--- src/hw/rtl/brbwm_pkg.sv ---
// brbwm_pkg: shared types and codes for the byte ring buffer with mark
// holds the input and result payload structs and the decoded command format
// no dependencies
package brbwm_pkg;

  // request codes as they arrive on the input channel
  localparam logic [2:0] REQ_FILL  = 3'd0;
  localparam logic [2:0] REQ_GET   = 3'd1;
  localparam logic [2:0] REQ_PEEK  = 3'd2;
  localparam logic [2:0] REQ_POKE  = 3'd3;
  localparam logic [2:0] REQ_MARK  = 3'd4;
  localparam logic [2:0] REQ_CLEAR = 3'd5;

  typedef struct packed {
    logic [2:0] req_type;
    logic [1:0] pointer_sel;
    logic [9:0] offset;
    logic [7:0] data_byte;
  } in_item_t;

  typedef struct packed {
    logic [7:0] read_byte;
    logic       rejected;
    logic [9:0] ready_count;
    logic [9:0] unready_count;
    logic       is_empty;
    logic       is_full;
  } out_item_t;

  // decoded operation handed from front to back
  typedef enum logic [2:0] {
    OP_FILL,
    OP_GET,
    OP_PEEK,
    OP_POKE,
    OP_MARK,
    OP_CLEAR,
    OP_NOP
  } op_t;

  typedef enum logic [1:0] {
    SEL_HEAD,
    SEL_MARK,
    SEL_TAIL
  } sel_t;

  // offset is already reduced modulo the ring depth
  typedef struct packed {
    op_t        op;
    sel_t       sel;
    logic [9:0] offset;
    logic [7:0] data;
  } cmd_t;

endpackage

--- src/hw/rtl/brbwm_cmd_fifo.sv ---
// brbwm_cmd_fifo: two-entry queue of decoded commands between front and back
// uses brbwm_pkg for the command type
module brbwm_cmd_fifo (
  input  logic            clk,
  input  logic            rst_n,
  input  logic            push_valid,
  output logic            push_ready,
  input  brbwm_pkg::cmd_t push_cmd,
  output logic            pop_valid,
  input  logic            pop_ready,
  output brbwm_pkg::cmd_t pop_cmd
);

  brbwm_pkg::cmd_t entry_r [2];
  logic            wr_ptr_r, wr_ptr_nxt;
  logic            rd_ptr_r, rd_ptr_nxt;
  logic [1:0]      count_r, count_nxt;
  logic            push, pop;

  assign push_ready = (count_r != 2'd2);
  assign pop_valid  = (count_r != 2'd0);
  assign push       = push_valid && push_ready;
  assign pop        = pop_valid && pop_ready;
  assign pop_cmd    = entry_r[rd_ptr_r];

  always_comb begin
    wr_ptr_nxt = push ? ~wr_ptr_r : wr_ptr_r;
    rd_ptr_nxt = pop ? ~rd_ptr_r : rd_ptr_r;
    count_nxt  = count_r + 2'(push) - 2'(pop);
  end

  always_ff @(posedge clk) begin
    if (!rst_n) begin
      wr_ptr_r <= 1'b0;
      rd_ptr_r <= 1'b0;
      count_r  <= 2'd0;
    end else begin
      wr_ptr_r <= wr_ptr_nxt;
      rd_ptr_r <= rd_ptr_nxt;
      count_r  <= count_nxt;
    end
  end

  always_ff @(posedge clk) begin
    if (push) begin
      entry_r[wr_ptr_r] <= push_cmd;
    end
  end

endmodule

--- config.mk ---
export PLATFORM = sky130hd
export DESIGN_NAME = brbwm_cmd_fifo
export DESIGN_NICKNAME = d
export VERILOG_FILES = /design/src/hw/rtl/brbwm_pkg.sv /design/src/hw/rtl/brbwm_cmd_fifo.sv
export SDC_FILE = /design/constraint.sdc
export NUM_CORES = 1
export LEC_CHECK = 0
export BUFFER_PORTS_ARGS = -buffer_cell sky130_fd_sc_hd__clkbuf_2
export CAP_MARGIN = 20
export CORE_MARGIN = 5
export CORE_UTILIZATION = 55
export CTS_CLUSTER_SIZE = 10
export DETAILED_ROUTE_END_ITERATION = 8
export GPL_TIMING_DRIVEN = 0
export PLACE_DENSITY_LB_ADDON = 0.1
export SLEW_MARGIN = 20
export SYNTH_ARGS = -nofsm -noshare
export SYNTH_HDL_FRONTEND = slang
export SYNTH_SLANG_ARGS = --single-unit
--- constraint.sdc ---
create_clock -name clk -period 4.6 [get_ports clk]
set_clock_uncertainty 0.2 [all_clocks]
set_input_delay 0.23 -clock clk [delete_from_list [all_inputs] [get_ports clk]]
set_output_delay 0.23 -clock clk [all_outputs]
set_load 0.05 [all_outputs]
After elaboration in Yosys (flattened, before gate mapping)
Memory sizes are Yosys's and may differ from the RTL's. A register that Yosys moved wholly into a read port is not among the register bits.
Cells that the tools add are included.
{ "word_totals": {"input_bits": 27, "reg_bits": 4, "mem_bits_rw": 46, "memories": 1} }
{ "op_classes": {"muxes": 4, "bitwise_logic": 2, "addsub": 2, "n_reduce_logical": 3, "eq_ne": 1} }
{ "mem_list": {"columns": ["memory", "depth", "word_bits", "read_ports", "rd_ports_with_merged_regs", "wr", "line_no", "source"], "rows": [
  ["entry_r", 2, 23, 1, 1, 1, "brbwm_cmd_fifo.sv:14", "brbwm_pkg::cmd_t entry_r [2];"]
]} }
{ "ops": {"columns": ["operator", "count"], "rows": [
  ["$mux 1", 4],
  ["$add 2x1->2", 1],
  ["$logic_and 1x1->1", 2],
  ["$ne 2x2->1 const B", 1],
  ["$not 1->1", 2],
  ["$reduce_bool 2->1", 1],
  ["$sub 2x1->2", 1]
]} }

Longest topological paths before layout
Gate-level depths: netlist (run 1).
{ "depth": {"word_depth": 4, "mapped_depth": 8, "ltp_nobuf": 8} }

Worst setup path after synthesis (run 1)
No wires, ideal clock.
{ "synth_path": {"path_type": "reg2reg", "startpoint": "register count_r[0]", "endpoint": "memory entry_r[0][0] (netlist bit) (enable)", "synth_period_minus_slack_ns": 2.616, "required_time_ns": 3.997, "slack_ns": 1.984, "t_arrival_ns": 2.014, "stages_incl_launch_ff": 4, "path_buffers": 0, "cell_sequence": "dfxtp_1 > nand2b_1 > nand2_1 > nor2_1"} }
{ "synth_via": {"elab_chain_cells": 4} }
{ "synth_rtl": {"columns": ["item", "line_no", "source"], "rows": [
  ["start, declared", "brbwm_cmd_fifo.sv:17", "logic [1:0] count_r, count_nxt;"],
  ["start signal, assigned", "brbwm_cmd_fifo.sv:40", "count_r <= count_nxt;"],
  ["$ne 2x2->1", "brbwm_cmd_fifo.sv:20", "assign push_ready = (count_r != 2'd2);"],
  ["via push_ready", "brbwm_cmd_fifo.sv:7", "output logic push_ready,"],
  ["$logic_and 1x1->1", "brbwm_cmd_fifo.sv:22", "assign push = push_valid && push_ready;"],
  ["$mux 1", "brbwm_cmd_fifo.sv:45", "if (push) begin"],
  ["$mux 1 (implied by the code)", "brbwm_cmd_fifo.sv:46", "entry_r[wr_ptr_r] <= push_cmd;"],
  ["end, declared", "brbwm_cmd_fifo.sv:14", null]
]} }
The timed path passes the listed nets, and every way through them passes these cells.

==> results.md, run 1 <==
* Hold path depth at 3
* Total CTS buffers at 5
* DIE AREA at approximately 4700 sq um
* Startpoint Class: register
* Slew margin rel. at 0.299
* Crit Reg-Reg Startpoint: count_r[0]
* Seq pwr share at 0.448
* DR pass1 iterations at 4
* Number of diodes at 0
* Fin Setup TNS at 0 ps
* Worst-path clk slew at between 100 and 150 ps
* Commonest non-fill, non-tap cell in the layout: clkbuf_2
* Clock Path Buffers at 2
* Max Slew Vio Count at 0
* Net count after synthesis at 124
* Period utilization at 0.443
* Initial antenna violation count at 0
* Io pins at 52
* Crit. End Element: output pin
* Net Sw Power at between 500 and 600 uW
* Fin. Hold Viols at 0
* Synth warn at 0
* Peak VDD IR at 0.350 mV
* Setup Buffers After CTS at 0
* CORE AREA at 3340 sq um
* CTS Root Cell: clkbuf_4
* CTS tree: built
* First DRT Iteration DRCs at 33
* Drt drc at 0
* Post-route ant nets at 0
* LEAKAGE at roughly 0.98 nW
* Internal at ~830 uW
* Layout cell share with drive strength beyond 1 at 0.483
* Switching Share at 0.389
* Grt ovf at 0
* Cell family with most CP delay: flip-flops
* Register-to-register setup slack at ~2600 ps
* Wirelength per Cell at about 14 microns
* Most frequent cells in the layout: 51 x clkbuf_2, 46 x edfxtp_1, 24 x dlygate4sd3_1, 23 x mux2_2
* Non-Filler Instances at about 220
* RePlAce Congestion at about 0.63
* Clock latency on the worst-skew pair at around 350 ps
* Post-Syn Area at around 1900 sq um
* Register area share after synthesis at 0.780
* FF-to-FF End: entry_r[1][7]
* Hold_ws at about 44 ps
* Worst Hold Class: in2reg
* Peak Freq at 491 MHz
* Outcome: finished clean
* Combinational Power Share at 0.405
* Worst EP required at between 4000 and 5000 ps
* Final WL at 3240 microns
* Worst Path Buf+Inv at 2
* DR vias/cell at roughly 4.8
* Setup-failing EPs final at 0
* Crit path max fanout at 10
* Initial Utilization at 0.569
* Placed cells at around 190
* Resized cells post-CTS at 0
* Tmin final at between 2000 and 2500 ps
* Die Ht at 68.7 microns
* Clock group share of total power at 0.147
* Crit-path cells: buf_6 -> mux2_2 -> clkbuf_2
* First-pass GRT wire length at roughly 4900 microns
* PD cells at between 500 and 600 nW/um^2
* Worst slew pin tran at between 1000 and 1500 ps
* CP Data Arrival Time at around 1600 ps
* Synthesis-stage register bit count at between 50 and 60
* Reg2reg path depth at 2
* TritonCTS Sinks at 51
* CP max-delay cell: dfxtp_1
* Die width at 68.7 microns
* DR vias at approximately 1100
* Post-synthesis cell count at between 90 and 100
* RSZ-0062 raised after global routing: false
* Hold Path Sink: wr_ptr_r
* Netlist cell types at 16
* Crit Path Class: reg2out
* DP HPWL at around 2200 microns
* Post-layout nets at just over 200
* Crit path largest cell delay at between 400 and 500 ps
* Largest net degree at the start of global routing at 24
* All-Layer GR Usage at 0.149
* Hold path startpoint: push_valid
* Avg Inst Size Synth at between 15 and 20 sq um
* Num rows at 21
* IO buf count at just over 50
* Overall power at 1.36 mW
* H-tree lvl count at 2
* Max_cap viols at 0
* Vias in the first global route at 1115
* Layout area overhead at 32.7%
[metal layers]
metal,share of wire,global-route usage,vias to the layer above
li1,-,-,520
met3,0.069,0.0600,4
met2,0.54,0.282,35
met4,0.0099,0.0438,0
met5,0,0,-
met1,0.38,0.147,511
[cells in the mapped netlist]
library cell,number,area [sq um]
edfxtp_1,46,1380
mux2_2,23,259
dfxtp_1,5,100
xnor2_1,3,26.3
and2_1,2,12.5
buf_6,2,22.5
ha_1,2,25.0
nand2_1,2,7.51
nand2b_1,2,12.5
nor2b_1,2,12.5
and3_1,1,6.26
inv_1,1,3.75
mux2i_1,1,10.0
nor2_1,1,3.75
o21a_2,1,8.76
or2_2,1,6.26
[flip-flops by register name, indices dropped and copies added (netlist names), named ones only]
signal / flops
wr_ptr_r: 1
count_r: 2
entry_r: 46
rd_ptr_r: 1
[what timing repair did]
item                                    4_1_cts  5_1_grt
hold buffers                                 24        0
hold endpoints to repair                     51        0
endpoints found under the setup margin        0        0
[stage by stage]
stage          utilization  area [sq um]  setup WS (ps)
2_1_floorplan            -          1900           1980
3_3_place_gp         0.663          2210           1870
3_5_place_dp         0.665          2220           2570
4_1_cts              0.755          2520           2540
5_1_grt              0.755          2520           2460
6_report             0.755          2520           2560
[power groups by stage]
stage / combinational [mW] / sequential, mW / clock [mW]
floorplan: 0.431 / 0.614 / 0
global placement: 0.530 / 0.618 / 0
detailed placement: 0.543 / 0.623 / 0
CTS: 0.561 / 0.612 / 0.207
global route: 0.587 / 0.618 / 0.227
finish: 0.553 / 0.611 / 0.200
[cells by family after synthesis]
logic type / count (synthesis) / share of synthesized area
AO/OA/AOI/OAI: 1 / 0.00462
buffers and inverters: 3 / 0.0138
AND/OR/NAND/NOR: 11 / 0.0323
adder cells (fa/ha/maj): 2 / 0.0132
flip-flops: 51 / 0.780
multiplexers: 24 / 0.142
XOR/XNOR: 3 / 0.0138
[how the worst max path moves through the flow]
| stage | from | slack, ps | depth (start not counted) | to |
|---|---|---|---|---|
| after CTS | register | 2540 | 3 | pop_cmd[10] |
| final | register | 2560 | 3 | pop_cmd[10] |
| after global routing | register | 2460 | 3 | pop_cmd[10] |
| after floorplan | count_r[0] | 1980 | 3 | entry_r[0][0] |
| after global placement | count_r[0] | 1870 | 3 | entry_r[0][17] |
| after detailed placement | count_r[0] | 2570 | 2 | entry_r[1][17] |
[layout make-up]
type	instances	area, sq um
clock buffers	7	55.1
multi-input cells	41	398
well taps	46	57.6
repair buffers	75	495
clock inverters	1	5.00
flip-flops and latches	51	1480
plain buffers	2	22.5
inverters	1	3.75
fillers	230	818
[worst reg2reg max path, delay by kind of cell (launching register included)]
kind | cells | cell delay, ps
DFF | 1 | 400
and+or+nand+nor | 2 | 1030
Power figures use the tool's default switching activity.
==> run 2, diff against run 1 <==
--- a/config.mk
+++ b/config.mk
@@ -5,10 +5,11 @@
 export SDC_FILE = /design/constraint.sdc
 export NUM_CORES = 1
 export LEC_CHECK = 0
+export ABC_AREA = 1
 export BUFFER_PORTS_ARGS = -buffer_cell sky130_fd_sc_hd__clkbuf_2
 export CAP_MARGIN = 20
 export CORE_MARGIN = 5
-export CORE_UTILIZATION = 55
+export CORE_UTILIZATION = 51
 export CTS_CLUSTER_SIZE = 10
 export DETAILED_ROUTE_END_ITERATION = 8
 export GPL_TIMING_DRIVEN = 0
==> constraint.sdc (replaced) <==
create_clock -name clk -period 2 [get_ports clk]
set_clock_uncertainty 0.2 [all_clocks]
set_input_delay 0.1 -clock clk [delete_from_list [all_inputs] [get_ports clk]]
set_output_delay 0.1 -clock clk [all_outputs]
set_load 0.05 [all_outputs]
==> results.md, run 2 <==
* Post-synth ARST share at 0
* Period utilization at 0.910
* Top_reg_cell synth: edfxtp_1
* FF-to-FF End: count_r[1]
* Setup slack at placement at just over 200 ps
* Wirelength per Cell at around 13 microns
* CTS Root Cell: clkbuf_8
* Initial Utilization at 0.524
* Crit Reg-Reg Startpoint: count_r[0]
* CP max-delay cell: dfxtp_1
* Register-to-register setup slack at 180 ps
* Worst-path clk slew at ~80 ps
* Startpoint Class: register
* Initial antenna violation count at 0
* Synthesis-stage register bit count at 51
* Worst slew pin tran at between 600 and 700 ps
* # fillers at 261
* Largest Register: entry_r
* Peak Freq at 550 MHz
* Avg Inst Size Synth at roughly 18 sq um
* First DRT Iteration DRCs at 51
* RSZ-0062 raised after global routing: false
* Max_cap viols at 0
* Post-route ant nets at 0
* IO buf count at between 50 and 60
* Post-synthesis cell count at 107
* Netlist cell types at 10
* Tmin final at roughly 1800 ps
* Die Ht at 71.1 microns
* Cell family with most CP delay: flip-flops
* Drt drc at 0
* Grt ovf at 0
* Setup Buffers After CTS at 0
* Crit Path Class: reg2out
* Post-Syn Area at 1900 sq um
* Final WL at between 3000 and 4000 microns
* PD cells at 1290 nW/um^2
* Crit path largest cell delay at between 400 and 500 ps
* Fin. Hold Viols at 0
* CP Data Arrival Time at between 1500 and 2000 ps
* RePlAce Congestion at 0.642
* TritonCTS Sinks at 51
* DR pass1 iterations at 4
* Post-synth top cells: 46 x edfxtp_1, 23 x mux2_2, 9 x nand2_1
* Max FFs per register at 46
* Layout area overhead at 36.5%
* DIE AREA at 5050 sq um
* Non-Filler Instances at 240
* Hold path startpoint: rd_ptr_r
* Crit path max fanout at 10
* First-pass GRT wire length at 5260 microns
* DR vias/cell at 4.68
* Hold path depth at 2
* H-tree lvl count at 2
* Slew margin rel. at 0.559
* Final WS setup at approximately 180 ps
* LEAKAGE at a little over 1 nW
* DP HPWL at approximately 2200 microns
* Register area share after synthesis at 0.778
* Crit. End Element: output pin
* Number of diodes at 0
* Max Slew Vio Count at 0
* Reg2reg path depth at 10
* Die width at 71.1 microns
* Post-synth EDFFs at 46
* Leading area contributor after synthesis: edfxtp_1
* Reg area at approximately 1500 sq um
* Resized cells post-CTS at 0
* Crit-path cells: buf_6 -> mux2_2 -> clkbuf_2
* Outcome: finished clean
* Worst Path Buf+Inv at 2
* Most frequent cell after synthesis: edfxtp_1
* CORE AREA at about 3600 sq um
* Top cells by area, synth: edfxtp_1 73%, mux2_2 14%, dfxtp_1 5.3%, nand2_1 1.8%, nor2_1 1.6%
* Clock Path Buffers at 2
* Io pins at 52
* Peak VDD IR at 0.950 mV
* Top cell type's share of synthesized area at 0.726
* CTS tree: built
* Vias in the first global route at between 1000 and 1500
* Hold_ws at about 330 ps
* Clock latency on the worst-skew pair at 290 ps
* Synth warn at 0
* Post-layout nets at between 200 and 250
* All-Layer GR Usage at 0.137
* Setup-failing EPs final at 0
* Commonest non-fill, non-tap cell in the layout: clkbuf_2
* Net count after synthesis at between 100 and 150
* Most frequent cells in the layout: 51 x clkbuf_2, 46 x edfxtp_1, 26 x dlygate4sd3_1, 23 x mux2_2, 9 x nand2_1
* DR vias at approximately 1100
* Worst Hold Class: reg2reg
* Area of the multi-input gates at 380 sq um
* Layout cell share with drive strength beyond 1 at 0.443
* Largest net degree at the start of global routing at 24
* Worst EP required at roughly 1700 ps
* Num rows at 22
* Total CTS buffers at 5
* Largest regs: entry_r (46), count_r (2)
* Placed cells at around 210
run 2: layout make-up:
class,count,area share
sequential,51,0.570
timing repair buffer,77,0.198
multi-input combinational,47,0.146
clock buffer,5,0.0265
tap,48,0.0231
clock inverter,3,0.0149
inverter,7,0.0116
buffer,2,0.00867
run 2: tightest hold or removal path: stages, from the launching register on:
cell and delay, ps:
dfxtp_1 340, nor2_1 60, nor2_1 90
run 2: metal layers:
layer  share of wire  routed length (microns)  track usage  vias to the layer above
met3           0.063                      204       0.0582                        4
li1                -                        -            -                      558
met5               0                        0            0                        -
met2            0.54                     1730        0.252                       32
met4          0.0090                       29       0.0376                        0
met1            0.39                     1260        0.143                      528
run 2: per-stage QoR:
stage | cell area, sq um | setup TNS (ps) | util | total power [mW]
finish | 2600 | 0 | 0.715 | 3.36
global route | 2600 | 0 | 0.715 | 3.52
CTS | 2600 | 0 | 0.715 | 3.40
detailed placement | 2230 | 0 | 0.614 | 2.69
global placement | 2230 | 0 | 0.614 | 2.65
floorplan | 1910 | -52.9 | - | 2.41
run 2: worst max path at each step:
stage | slack [ps] | end | from | cells after the start
5_1_grt | 6 | count_r[1] | count_r[0] | 10
2_1_floorplan | -50 | count_r[1] | count_r[0] | 10
3_5_place_dp | 200 | count_r[1] | count_r[0] | 10
3_3_place_gp | 240 | entry_r[0][8] | count_r[0] | 4
6_report | 180 | pop_cmd[18] | register | 3
4_1_cts | 150 | pop_cmd[15] | register | 3
run 2: what timing repair did:
item | CTS | global route
hold endpoints to repair | 51 | 0
endpoints found under the setup margin | 0 | 0
hold buffers | 26 | 0
run 2: kinds of logic after synthesis:
| group | Yosys count | synth area share |
|---|---|---|
| flops | 51 | 0.778 |
| mux | 23 | 0.136 |
| simple gates | 20 | 0.0414 |
| buf+inv | 9 | 0.0256 |
| compound gates | 2 | 0.00526 |
| fa+ha+maj | 2 | 0.0131 |
run 2: power by group:
group          switching, mW  total (mW)  internal (mW)  leakage (nW)
Sequential            0.0621        1.42           1.35         0.471
Combinational          0.905        1.28          0.374         0.508
Clock                  0.300       0.666          0.366        0.0556
Total                   1.27        3.36           2.09          1.03
