===== config.mk =====
export PLATFORM = sky130hd
export DESIGN_NAME = brbwm_front
export DESIGN_NICKNAME = d
export VERILOG_FILES = /design/src/hw/rtl/brbwm_pkg.sv /design/src/hw/rtl/brbwm_front.sv
export SDC_FILE = /design/constraint.sdc
export NUM_CORES = 1
export LEC_CHECK = 0
export BUFFER_PORTS_ARGS = -buffer_cell sky130_fd_sc_hd__clkbuf_2
export CAP_MARGIN = 0
export CORE_MARGIN = 3
export CORE_UTILIZATION = 42
export CTS_CLUSTER_SIZE = 25
export DETAILED_ROUTE_END_ITERATION = 8
export PLACE_DENSITY = 0.83
export SETUP_SLACK_MARGIN = 0.2
export SLEW_MARGIN = 20
export SYNTH_ARGS = -nofsm -noshare
export SYNTH_HDL_FRONTEND = slang
export SYNTH_SLANG_ARGS = --single-unit

===== constraint.sdc =====
create_clock -name clk -period 1.8 [get_ports clk]
set_clock_uncertainty 0.1 [all_clocks]
set_input_delay 0.45 -clock clk [delete_from_list [all_inputs] [get_ports clk]]
set_output_delay 0.45 -clock clk [all_outputs]
set_load 0.02 [all_outputs]

===== src/hw/rtl/brbwm_pkg.sv =====
// brbwm_pkg: shared types and codes for the byte ring buffer with mark
// holds the input and result payload structs and the decoded command format
// no dependencies
package brbwm_pkg;

  // request codes as they arrive on the input channel
  localparam logic [2:0] REQ_FILL  = 3'd0;
  localparam logic [2:0] REQ_GET   = 3'd1;
  localparam logic [2:0] REQ_PEEK  = 3'd2;
  localparam logic [2:0] REQ_POKE  = 3'd3;
  localparam logic [2:0] REQ_MARK  = 3'd4;
  localparam logic [2:0] REQ_CLEAR = 3'd5;

  typedef struct packed {
    logic [2:0] req_type;
    logic [1:0] pointer_sel;
    logic [9:0] offset;
    logic [7:0] data_byte;
  } in_item_t;

  typedef struct packed {
    logic [7:0] read_byte;
    logic       rejected;
    logic [9:0] ready_count;
    logic [9:0] unready_count;
    logic       is_empty;
    logic       is_full;
  } out_item_t;

  // decoded operation handed from front to back
  typedef enum logic [2:0] {
    OP_FILL,
    OP_GET,
    OP_PEEK,
    OP_POKE,
    OP_MARK,
    OP_CLEAR,
    OP_NOP
  } op_t;

  typedef enum logic [1:0] {
    SEL_HEAD,
    SEL_MARK,
    SEL_TAIL
  } sel_t;

  // offset is already reduced modulo the ring depth
  typedef struct packed {
    op_t        op;
    sel_t       sel;
    logic [9:0] offset;
    logic [7:0] data;
  } cmd_t;

endpackage


===== src/hw/rtl/brbwm_front.sv =====
// brbwm_front: accepts requests, decodes them and reduces the offset mod depth
// one register stage feeding the command queue; uses brbwm_pkg
module brbwm_front #(
  parameter int DEPTH = 1024
) (
  input  logic                clk,
  input  logic                rst_n,
  input  logic                init_done,
  input  logic                in_valid,
  output logic                in_ready,
  input  brbwm_pkg::in_item_t in_item,
  output logic                push_valid,
  input  logic                push_ready,
  output brbwm_pkg::cmd_t     push_cmd
);

  // offset * RECIP >> 20 gives floor(offset / DEPTH) exactly for offsets below 1024
  localparam logic [18:0] RECIP   = 19'((2 ** 20 + DEPTH - 1) / DEPTH);
  localparam logic [19:0] DEPTH_W = 20'(DEPTH);

  logic                s1_valid_r, s1_valid_nxt;
  brbwm_pkg::in_item_t s1_item_r;
  logic [7:0]          s1_quot_r;
  logic [28:0]         prod;
  logic [19:0]         rem_full;
  logic [9:0]          rem;
  logic [9:0]          rem_red;
  brbwm_pkg::op_t      op;
  brbwm_pkg::sel_t     sel;
  logic                in_fire;

  assign in_ready = init_done && (!s1_valid_r || push_ready);
  assign in_fire  = in_valid && in_ready;
  assign prod     = 29'(in_item.offset) * 29'(RECIP);

  always_comb begin
    s1_valid_nxt = s1_valid_r;
    if (in_fire) begin
      s1_valid_nxt = 1'b1;
    end else if (push_ready) begin
      s1_valid_nxt = 1'b0;
    end
  end

  always_ff @(posedge clk) begin
    if (!rst_n) begin
      s1_valid_r <= 1'b0;
    end else begin
      s1_valid_r <= s1_valid_nxt;
    end
  end

  always_ff @(posedge clk) begin
    if (in_fire) begin
      s1_item_r <= in_item;
      s1_quot_r <= 8'(prod >> 20);
    end
  end

  // remainder with a final compare-subtract guard
  assign rem_full = 20'(s1_item_r.offset) - 20'(s1_quot_r) * DEPTH_W;
  assign rem      = rem_full[9:0];
  assign rem_red  = (20'(rem) >= DEPTH_W) ? rem - 10'(DEPTH) : rem;

  always_comb begin
    unique case (s1_item_r.req_type)
      brbwm_pkg::REQ_FILL:  op = brbwm_pkg::OP_FILL;
      brbwm_pkg::REQ_GET:   op = brbwm_pkg::OP_GET;
      brbwm_pkg::REQ_PEEK:  op = brbwm_pkg::OP_PEEK;
      brbwm_pkg::REQ_POKE:  op = brbwm_pkg::OP_POKE;
      brbwm_pkg::REQ_MARK:  op = brbwm_pkg::OP_MARK;
      brbwm_pkg::REQ_CLEAR: op = brbwm_pkg::OP_CLEAR;
      default:              op = brbwm_pkg::OP_NOP;
    endcase
  end

  // selector high bit picks tail
  always_comb begin
    priority if (s1_item_r.pointer_sel[1]) begin
      sel = brbwm_pkg::SEL_TAIL;
    end else if (s1_item_r.pointer_sel[0]) begin
      sel = brbwm_pkg::SEL_MARK;
    end else begin
      sel = brbwm_pkg::SEL_HEAD;
    end
  end

  assign push_valid      = s1_valid_r;
  assign push_cmd.op     = op;
  assign push_cmd.sel    = sel;
  assign push_cmd.offset = rem_red;
  assign push_cmd.data   = s1_item_r.data_byte;

endmodule


-- After elaboration in Yosys (flattened, before gate mapping)
Index checks and enable logic that the tools add are counted.
- bits in registers: 24
- input port bits: 28
- output and inout port bits: 25
- equality and inequality tests: 5
- mux-type cells: 5
- reductions and logical operators: 6
- operators with widths (kind ; number):
    $pmux 3 s6 ; 1
    $eq 3x2->1 const B ; 2
    $eq 3x3->1 const B ; 2
    $eq 3x1->1 const B ; 1
    $logic_not 3->1 ; 1
    $mux 1 ; 3
    $logic_and 1x1->1 ; 2
    $mux 2 ; 1
    $reduce_bool 2->1 ; 1
    $logic_not 1->1 ; 1
    $logic_or 1x1->1 ; 1

-- Logic depth before layout (Yosys ltp)
Gate-level depths: netlist (run 1).
- depth after elaboration: 5
- mapped depth: 2

-- Worst setup path before layout (run 1)
Ideal clock, no wire load.
- path type: input to register
- start point: input push_ready
- end point: register s1_item_r, in the netlist push_cmd[0] (enable)
- arrival time: 997 ps
- setup slack: 333 ps
- cell stages on the path: 2
- cells stage by stage: nand2b_4 nor2b_4
- longest elaborated chain between the ends: 3
- ends and longest elaborated chain (element ; RTL line ; RTL):
    start: declaration ; brbwm_front.sv:13 ; input logic push_ready,
    $logic_or 1x1->1 ; brbwm_front.sv:32 ; assign in_ready = init_done && (!s1_valid_r || push_ready);
    $logic_and 1x1->1 ; brbwm_front.sv:32 ;
    $logic_and 1x1->1 ; brbwm_front.sv:33 ; assign in_fire = in_valid && in_ready;
    named net in_fire ; brbwm_front.sv:30 ; logic in_fire;
    end signal: assignment ; brbwm_front.sv:55 ; s1_item_r <= in_item;
    end: declaration ; brbwm_front.sv:22 ; brbwm_pkg::in_item_t s1_item_r;
The timed path passes the listed nets, and every way through them passes these cells.
A chain may end at the register's enable or synchronous reset.

==> reports/qor.csv, run 1 <==
metric;value;unit
Worst-Margin Slew;122;ps
leading area contributor after synthesis;edfxtp_1;
number of global-route vias before repair;407;
first-pass GRT wire length;1880;microns
CTS clk-pin slew, worst paths;110;ps
grt ovf;0;
Avg Inst Size Synth;17.9;sq um
core area;0.00202;sq mm
maxcap violations;0;
Sum Neg Setup Slack;0;ps
largest net degree at the start of global routing;24;
Yosys cell types;11;
synthesis-stage register bit count;24;
share of layout cells above drive strength 1;72.5;%
peak supply drop;432;uV
Syn Inst Count;52;
area share of fa/ha/maj cells after synthesis;0;%
crit start category;flip-flop;
Worst Hold Slack;221;ps
final WL;1330;microns
mux cell area share after synthesis;0;%
CP Data Required Time;1250;ps
pwr dens;849;mW/mm^2
TritonCTS Buffers;3;
commonest cells after routing, fill and taps aside;clkbuf_2 (48), edfxtp_1 (23), buf_4 (4);
Final setup viols;0;
worst-skew pair later-pin latency;290;ps
final period utilization;86.6;%
worst hold path class;primary input to flip-flop;
Synth Area in Compound Gates;2.02;%
most common cell after layout, fill and taps aside;clkbuf_2;
Synth Cell Area;928;sq um
Total GRT Usage;9.52;%
CTS tree;built;
# diodes;0;
post-DR wirelength/cell;11.3;microns
Setup crit end;push_cmd[20];
GPL Wtd Cong;0.591;
largest family of logic cells by synthesized area;buffers and inverters;
Seq/Total Area, Yosys;76.5;%
Synth Warn #;0;
Hold Vio Cnt, Final;0;
via count;485;
post-synth top area share;74.4;%
crit path max fanout;2;
Synth area leaders;edfxtp_1 (74%), buf_4 (15%), dfxtp_1 (2.2%);
worst min-delay path startpoint;in_item[15];
crit end category;output pin;
CTS Hold Bufs;0;
antenna violations before repair;0;
leakage power;0.517;nW
CTS H-Tree Depth;1;
FF-to-FF End;s1_item_r[13];
critical path class;flip-flop to output pin;
initial drt markers;0;
Slew headroom;91.9;%
Max Root-Sink Buffers;2;
CTS sink cnt;24;
crit path DAT;1010;ps
outcome;finished clean;
vias per cell;4.11;
Die Y;53.0;microns
final worst path period need;1560;ps
RSZ-0062 raised after global routing;yes;
fin. max-slew vios;0;
critical path startpoint;s1_item_r[21];
R2R cell count;4;
Highest Clock Rate;0.642;GHz
FF-to-FF setup slack;580;ps
Site Rows;16;
Post-Synth XOR/XNOR Area;0;%
chip width;53.0;microns
CTS root buffer;clkbuf_4;
nets;120;
# IOs;53;
IO buf count;52;
Syn-to-layout area delta;25.1;%
Die ar.;0.00281;sq mm
Synth Area in Simple Gates;5.26;%
Net Count, Synth;80;
first drt pass iteration count;1;
r2r startpoint;push_valid;
# DRC;0;
Starting Density;45.9;%
DRT antenna net count;0;
[kinds of logic after synthesis]
logic type | after synthesis
and+or+nand+nor | 5
AOI/OAI and AO/OA | 2
DFF | 24
buffers and inverters | 21
[cell usage after synthesis (all sizes together)]
master and count:
edfxtp 23, nand2 1, dfxtp 1, and2 1
nand2b 1, nor2b 2, clkbuf 2, a21boi 2
buf 19
[metrics by stage]
step | total power [W] | setup WS [ps] | std cells | cell area [sq um] | utilization [%]
5_1_grt | 0.00104 | 157 | 118 | 1160 | 57.4
4_1_cts | 0.000996 | 184 | 117 | 1140 | 56.3
3_5_place_dp | 0.000770 | 284 | 111 | 1090 | 54.0
6_report | 0.000986 | 241 | 118 | 1160 | 57.4
3_3_place_gp | 0.000765 | 298 | 111 | 1090 | 54.0
2_1_floorplan | 0.000733 | 333 | 52 | 928 | -
[repair_timing]
item / CTS / global route
pin swaps: 1 / 0
setup buffers: 2 / 1
resized for setup: 3 / 9
setup endpoints to repair: 2 / 4
[flip-flops by register name, indices dropped and copies added, names as in the netlist]
name        flops
push_cmd        8
s1_item_r      15
push_valid      1
[report_power, final]
group / total, W / leakage (nW) / internal (W) / switching, W
clock network: 0.000223 / 0.0150 / 0.0000861 / 0.000137
registers: 0.000647 / 0.224 / 0.000640 / 0.00000704
logic: 0.000116 / 0.278 / 0.0000544 / 0.0000615
[per-layer routing]
metal	part of all wire, %	up-vias	wire length [microns]	track usage (%)
met3	14	0	187	3.38
met2	52	33	696	16.5
met4	0	0	0	3.83
met5	0	-	0	0
met1	34	214	450	10.5
li1	-	238	-	-
[area by class of cell]
cell class | instances | area (sq um)
flip-flops and latches | 24 | 712
fillers | 178 | 861
multi-input cells | 7 | 71.3
repair buffers | 56 | 318
well taps | 27 | 33.8
clock buffers | 4 | 26.3
[critical path: stages (launching register included)]
cell      delay (ps)
edfxtp_1         420
a21boi_2         150
buf_4            150
[worst min-delay path by stage]
stage	cells past startpoint	to	slack, ps
finish	1	s1_item_r[15]	220
global route	1	s1_item_r[19]	200
CTS	1	s1_item_r[15]	210
detailed placement	2	push_valid	390
global placement	2	push_valid	390
floorplan	0	push_cmd[0]	450
(Power assumes the default switching activity.)
==> inputs of run 2 (changes only) <==
CORE_UTILIZATION = 44   (was 42)
CTS_BUF_LIST = sky130_fd_sc_hd__clkbuf_8   (was unset)
PLACE_DENSITY = 0.86   (was 0.83)
==> run 2 against run 1 <==
  * Flip-flop and latch count unchanged
  * Power up 11%
  * Non-clock buffer count shrank 2
  * Utilization up 4.1 points
  * Maximum frequency increased by 2.3%
  * Highest routed layer unchanged
==> reports/qor.csv, run 2 (synthesized netlist as in run 1, its figures left out) <==
metric;value;unit;change
peak supply drop;701;uV;+62%
final period utilization;84.6;%;-2.0 points
core area;0.00186;sq mm;-8.1%
Max stage delay on crit path;360;ps;-60 ps
first drt pass iteration count;2;;+1
WP buf/inv;1;;unchanged
outcome;finished clean;;
# diodes;0;;unchanged
Internal;0.000881;W;+13%
Total GRT Usage;10.7;%;+1.2 points
Hold Vio Cnt, Final;0;;unchanged
Syn-to-layout area delta;23.2;%;
CTS H-Tree Depth;1;;unchanged
final WL;1410;microns;+5.4%
# DRC;0;;unchanged
Flop pwr share;59.0;%;-6.6 points
CTS clk-pin slew, worst paths;80;ps;-30 ps
area post-placement;0.00108;sq mm;-0.69%
DRT antenna net count;0;;unchanged
most common cell after layout, fill and taps aside;clkbuf_2;;
first-pass GRT wire length;2060;microns;+9.6%
GPL Wtd Cong;0.700;;+18%
Net Sw Frac;19.7;%;-1.2 points
chip width;51.9;microns;-2.0%
nets;118;;-1.7%
Sum Neg Setup Slack;0;ps;unchanged
max reg flops;15;;unchanged
initial drt markers;2;;+2
cell family with most CP delay;flip-flops;;
Starting Density;50.0;%;+4.1 points
critical path class;flip-flop to output pin;;
Post-Place Setup Slack;287;ps;+2.83 ps
vias per cell;4.28;;+4.1%
R2R cell count;3;;-1
fill count;160;;-10%
leakage power;0.514;nW;-0.60%
Max Root-Sink Buffers;2;;unchanged
Combinational Power Share;9.7;%;-2.1 points
Site Rows;15;;-1
CP Cell Sequence;nand2b_4, and2_4, clkbuf_2;;
Die Y;51.9;microns;-2.0%
Min-Delay Path Depth;1;;unchanged
Critical-path top delay cell;dfxtp_2;;
Die ar.;0.00270;sq mm;-4.0%
crit path DAT;970;ps;-40 ps
setup ws final;277;ps;+35.8 ps
grt ovf;0;;unchanged
largest net degree at the start of global routing;14;;-42%
share of layout cells above drive strength 1;71.9;%;-0.62 points
number of global-route vias before repair;508;;+25%
Post-CTS Setup Bufs;0;;-2
# IOs;53;;unchanged
Sw Pwr;0.000216;W;+5.1%
crit start category;flip-flop;;
Multi-input gate area;67.6;sq um;-5.3%
Clk pwr share;31.2;%;+8.6 points
post-DR wirelength/cell;12.3;microns;+9.1%
CTS sink cnt;24;;unchanged
Biggest register;s1_item_r;;
antenna violations before repair;0;;unchanged
final worst path period need;1520;ps;-35.8 ps
crit path max fanout;3;;+1
CTS tree;built;;
RSZ-0062 raised after global routing;no;;
via count;488;;+0.62%
CTS root buffer;clkbuf_8;;
Final setup viols;0;;unchanged
pwr dens;959;mW/mm^2;+13%
CP Data Required Time;1250;ps;about the same
Worst path depth;3;;+1
IO buf count;52;;unchanged
Placed Instances;110;;-0.90%
worst-skew pair later-pin latency;250;ps;-40 ps
TritonCTS Buffers;3;;unchanged
maxcap violations;0;;unchanged
fin. max-slew vios;0;;unchanged
final instance area;0.00114;sq mm;-1.5%
Highest Clock Rate;0.657;GHz;+2.3%
crit end category;output pin;;
commonest cells after routing, fill and taps aside;clkbuf_2 (51), edfxtp_1 (23), clkbuf_8 (4);;
Worst-Margin Slew;163;ps;+41.5 ps
worst hold path class;primary input to flip-flop;;
Register Area;712;sq um;unchanged
Post-Layout Cell Count;114;;-3.4%
Slew headroom;89.1;%;-2.8 points
run 2: cell types whose count changed in the layout (fill, tap and decap cells not counted), sizes merged:
cell | previous run | this run
buf | 8 | 3
clkbuf | 52 | 55
run 2: worst paths after layout:
check | start | end | slack [ps]
worst max-delay path | push_valid | in_ready | 280
worst min-delay path | in_item[19] | s1_item_r[19] | 270
worst max register to register | push_valid | push_cmd[3] | 630
worst min register to register | push_valid | push_valid | 410
run 2: power groups by stage:
| stage | logic (W) | clock network, W | registers, W |
|---|---|---|---|
| finish | 0.000107 | 0.000343 | 0.000648 |
| global route | 0.000115 | 0.000382 | 0.000650 |
| CTS | 0.000108 | 0.000353 | 0.000648 |
| detailed placement | 0.000108 | 0 | 0.000661 |
| global placement | 0.000105 | 0 | 0.000659 |
| floorplan | 0.0000729 | 0 | 0.000660 |
run 2: area by class of cell:
class,instances,share of cell area [%]
Multi-Input combinational cell,7,5.91
Clock buffer,4,4.81
Tap cell,25,2.74
Timing Repair Buffer,54,24.3
Sequential cell,24,62.3
run 2: metal layers:
metal | global-route usage, % | up-vias | share of wire [%]
li1 | - | 234 | -
met1 | 10.4 | 220 | 34
met2 | 19.0 | 34 | 53
met3 | 5.73 | 0 | 13
met4 | 3.93 | 0 | 0
met5 | 0 | - | 0
run 2: repair_timing:
action / CTS / global route
gates resized for setup: 0 / 4
hold endpoints to repair: 0 / 0
setup endpoints to repair: 0 / 2
hold buffers: 0 / 0
run 2: stage by stage:
step                      total power, W  utilization, %  hold slack [ps]
final                            0.00110            61.5              266
after global routing             0.00115            61.5              253
after CTS                        0.00111            61.3              262
after detailed placement        0.000768            58.4              430
after global placement          0.000764            58.4              384
after floorplan                 0.000733               -              449
==> inputs of run 3 (changes only) <==
clock period = 1.5 ns   (was 1.8 ns; I/O delays follow)
==> run 3 against run 2 <==
  * Highest routed layer unchanged
  * Non-clock buffer count increased by 2
  * Critical endpoint is now push_cmd[20]
  * Count of clock-buffer cells in the layout shrank 1
  * Largest power group unchanged
  * Critical path type unchanged
  * Power increased by 17%
  * Critical path depth decreased by 1
  * Utilization up 4.0 points
  * Sequential share of layout area down 3.8 points
  * Combinational power is 39% higher
  * Clock power increased by 4%
  * Register-to-register slack lost 350 ps
  * Cell count rose by 1.8%
  * Global-route usage grew 0.42 points
  * Largest cell class unchanged
==> reports/qor.csv, run 3 (synthesized netlist as in run 1, its figures left out) <==
metric;value;unit;change
outcome;finished clean;;
Site Rows;15;;unchanged
post-DR wirelength/cell;12.8;microns;+3.7%
Post-Place Setup Slack;135;ps;-152 ps
setup ws final;21.6;ps;-255 ps
crit start category;flip-flop;;
TritonCTS Buffers;3;;unchanged
Worst Hold Slack;191;ps;-75.4 ps
post-DP HPWL;1130;microns;
share of layout cells above drive strength 1;72.5;%;+0.62 points
peak supply drop;704;uV;+0.39%
fin. max-slew vios;0;;unchanged
Register Area;712;sq um;unchanged
CP Cell Sequence;a21boi_2, buf_6;;
Max stage delay on crit path;420;ps;+60 ps
Max Root-Sink Buffers;2;;unchanged
crit path max fanout;2;;-1
nets;120;;+1.7%
final worst path period need;1480;ps;
worst-skew pair later-pin latency;250;ps;about the same
Multi-input gate area;71.3;sq um;+5.6%
most common cell after layout, fill and taps aside;clkbuf_2;;
via count;493;;+1.0%
core area;0.00186;sq mm;unchanged
final WL;1480;microns;+5.5%
CTS H-Tree Depth;1;;unchanged
CP Data Required Time;1020;ps;-230 ps
GPL Wtd Cong;0.634;;-9.4%
crit end category;output pin;;
maxcap violations;0;;unchanged
Placed Instances;109;;-0.91%
CTS tree;built;;
Layout Utilization;65.5;%;+4.0 points
Syn-to-layout area delta;31.1;%;
RSZ-0062 raised after global routing;yes;;
final period utilization;98.6;%;
Total GRT Usage;11.2;%;+0.42 points
largest net degree at the start of global routing;24;;+10
CTS clk-pin slew, worst paths;80;ps;about the same
vias per cell;4.25;;-0.72%
Starting Density;50.0;%;unchanged
CTS Hold Bufs;0;;unchanged
fill count;142;;-11%
critical path class;flip-flop to output pin;;
number of global-route vias before repair;500;;-1.6%
# DRC;0;;unchanged
leakage power;0.537;nW;+4.5%
worst hold path class;primary input to flip-flop;;
pwr dens;1060;mW/mm^2;+10%
Die ar.;0.00270;sq mm;unchanged
grt ovf;0;;unchanged
DRT antenna net count;0;;unchanged
CTS sink cnt;24;;unchanged
Hold Vio Cnt, Final;0;;unchanged
CTS root buffer;clkbuf_8;;
# IOs;53;;unchanged
first drt pass iteration count;3;;+1
Highest Clock Rate;0.676;GHz;
IO buf count;52;;unchanged
Die Y;51.9;microns;unchanged
crit path DAT;1000;ps;+30 ps
Slew headroom;91.1;%;+1.9 points
Post-Layout Cell Count;116;;+1.8%
Biggest register;s1_item_r;;
initial drt markers;5;;+3
Worst-Margin Slew;133;ps;-29.8 ps
antenna violations before repair;0;;unchanged
max reg flops;15;;unchanged
Final setup viols;0;;unchanged
chip width;51.9;microns;unchanged
first-pass GRT wire length;2160;microns;+5.0%
Critical-path top delay cell;edfxtp_1;;
commonest cells after routing, fill and taps aside;clkbuf_2 (42), edfxtp_1 (23), buf_6 (7);;
# diodes;0;;unchanged
## run 3: cell types whose count changed in the layout (fill, tap and decap cells not counted)
| cell | delta |
|---|---|
| buf_2 | +1 |
| clkbuf_2 | -9 |
| clkinv_1 | +1 |
| buf_6 | +7 |
| a21boi_2 | +1 |
| buf_4 | +1 |
| buf_12 | +1 |
| a21boi_1 | -1 |
## run 3: critical path, delay by kind of cell, from the launching register on
family	cells	cell delay (ps)
DFF	1	420
AOI/OAI and AO/OA	1	190
buffers and inverters	1	140
## run 3: timing repair
| action | in CTS | in global routing |
|---|---|---|
| endpoints found under the setup margin | 5 | 10 |
| buffers inserted | 2 | 1 |
| gates resized for setup | 5 | 23 |
| pin swaps | 1 | 1 |
| gates cloned | 0 | 0 |
## run 3: path summary, 6_finish.rpt
| path | cells past startpoint | from | endpoint | slack (ps) |
|---|---|---|---|---|
| hold / removal | 1 | in_item[11] | s1_item_r[11] | 190 |
| hold reg to reg | 3 | push_valid | push_valid | 480 |
| setup / recovery | 2 | s1_item_r[21] | push_cmd[20] | 20 |
| setup reg to reg | 4 | push_valid | s1_item_r[10] | 280 |
## run 3: cell type report
class | count | area share, %
multi-input combinational | 7 | 5.86
timing repair buffer | 56 | 29.4
clock inverter | 1 | 0.308
tap | 25 | 2.57
sequential | 24 | 58.5
clock buffer | 3 | 3.39
## run 3: layer usage
| metal | up-vias | GRT usage [%] | wire length (microns) |
|---|---|---|---|
| met4 | 0 | 2.62 | 0 |
| met1 | 223 | 11.3 | 475 |
| met2 | 32 | 20.7 | 820 |
| li1 | 238 | - | - |
| met5 | - | 0 | 0 |
| met3 | 0 | 4.87 | 189 |
## run 3: power breakdown
group | total, W | leakage, nW | switching [W] | internal (W)
clock network | 0.000358 | 0.0231 | 0.000176 | 0.000182
logic | 0.000149 | 0.290 | 0.0000754 | 0.0000734
registers | 0.000779 | 0.224 | 0.0000102 | 0.000768
## run 3: through the flow
stage	area [sq um]	setup TNS, ps	power (W)
detailed placement	1090	0	0.000924
floorplan	928	0	0.000879
CTS	1160	0	0.00129
global placement	1090	0	0.000919
global route	1220	-11.5	0.00134
finish	1220	0	0.00128
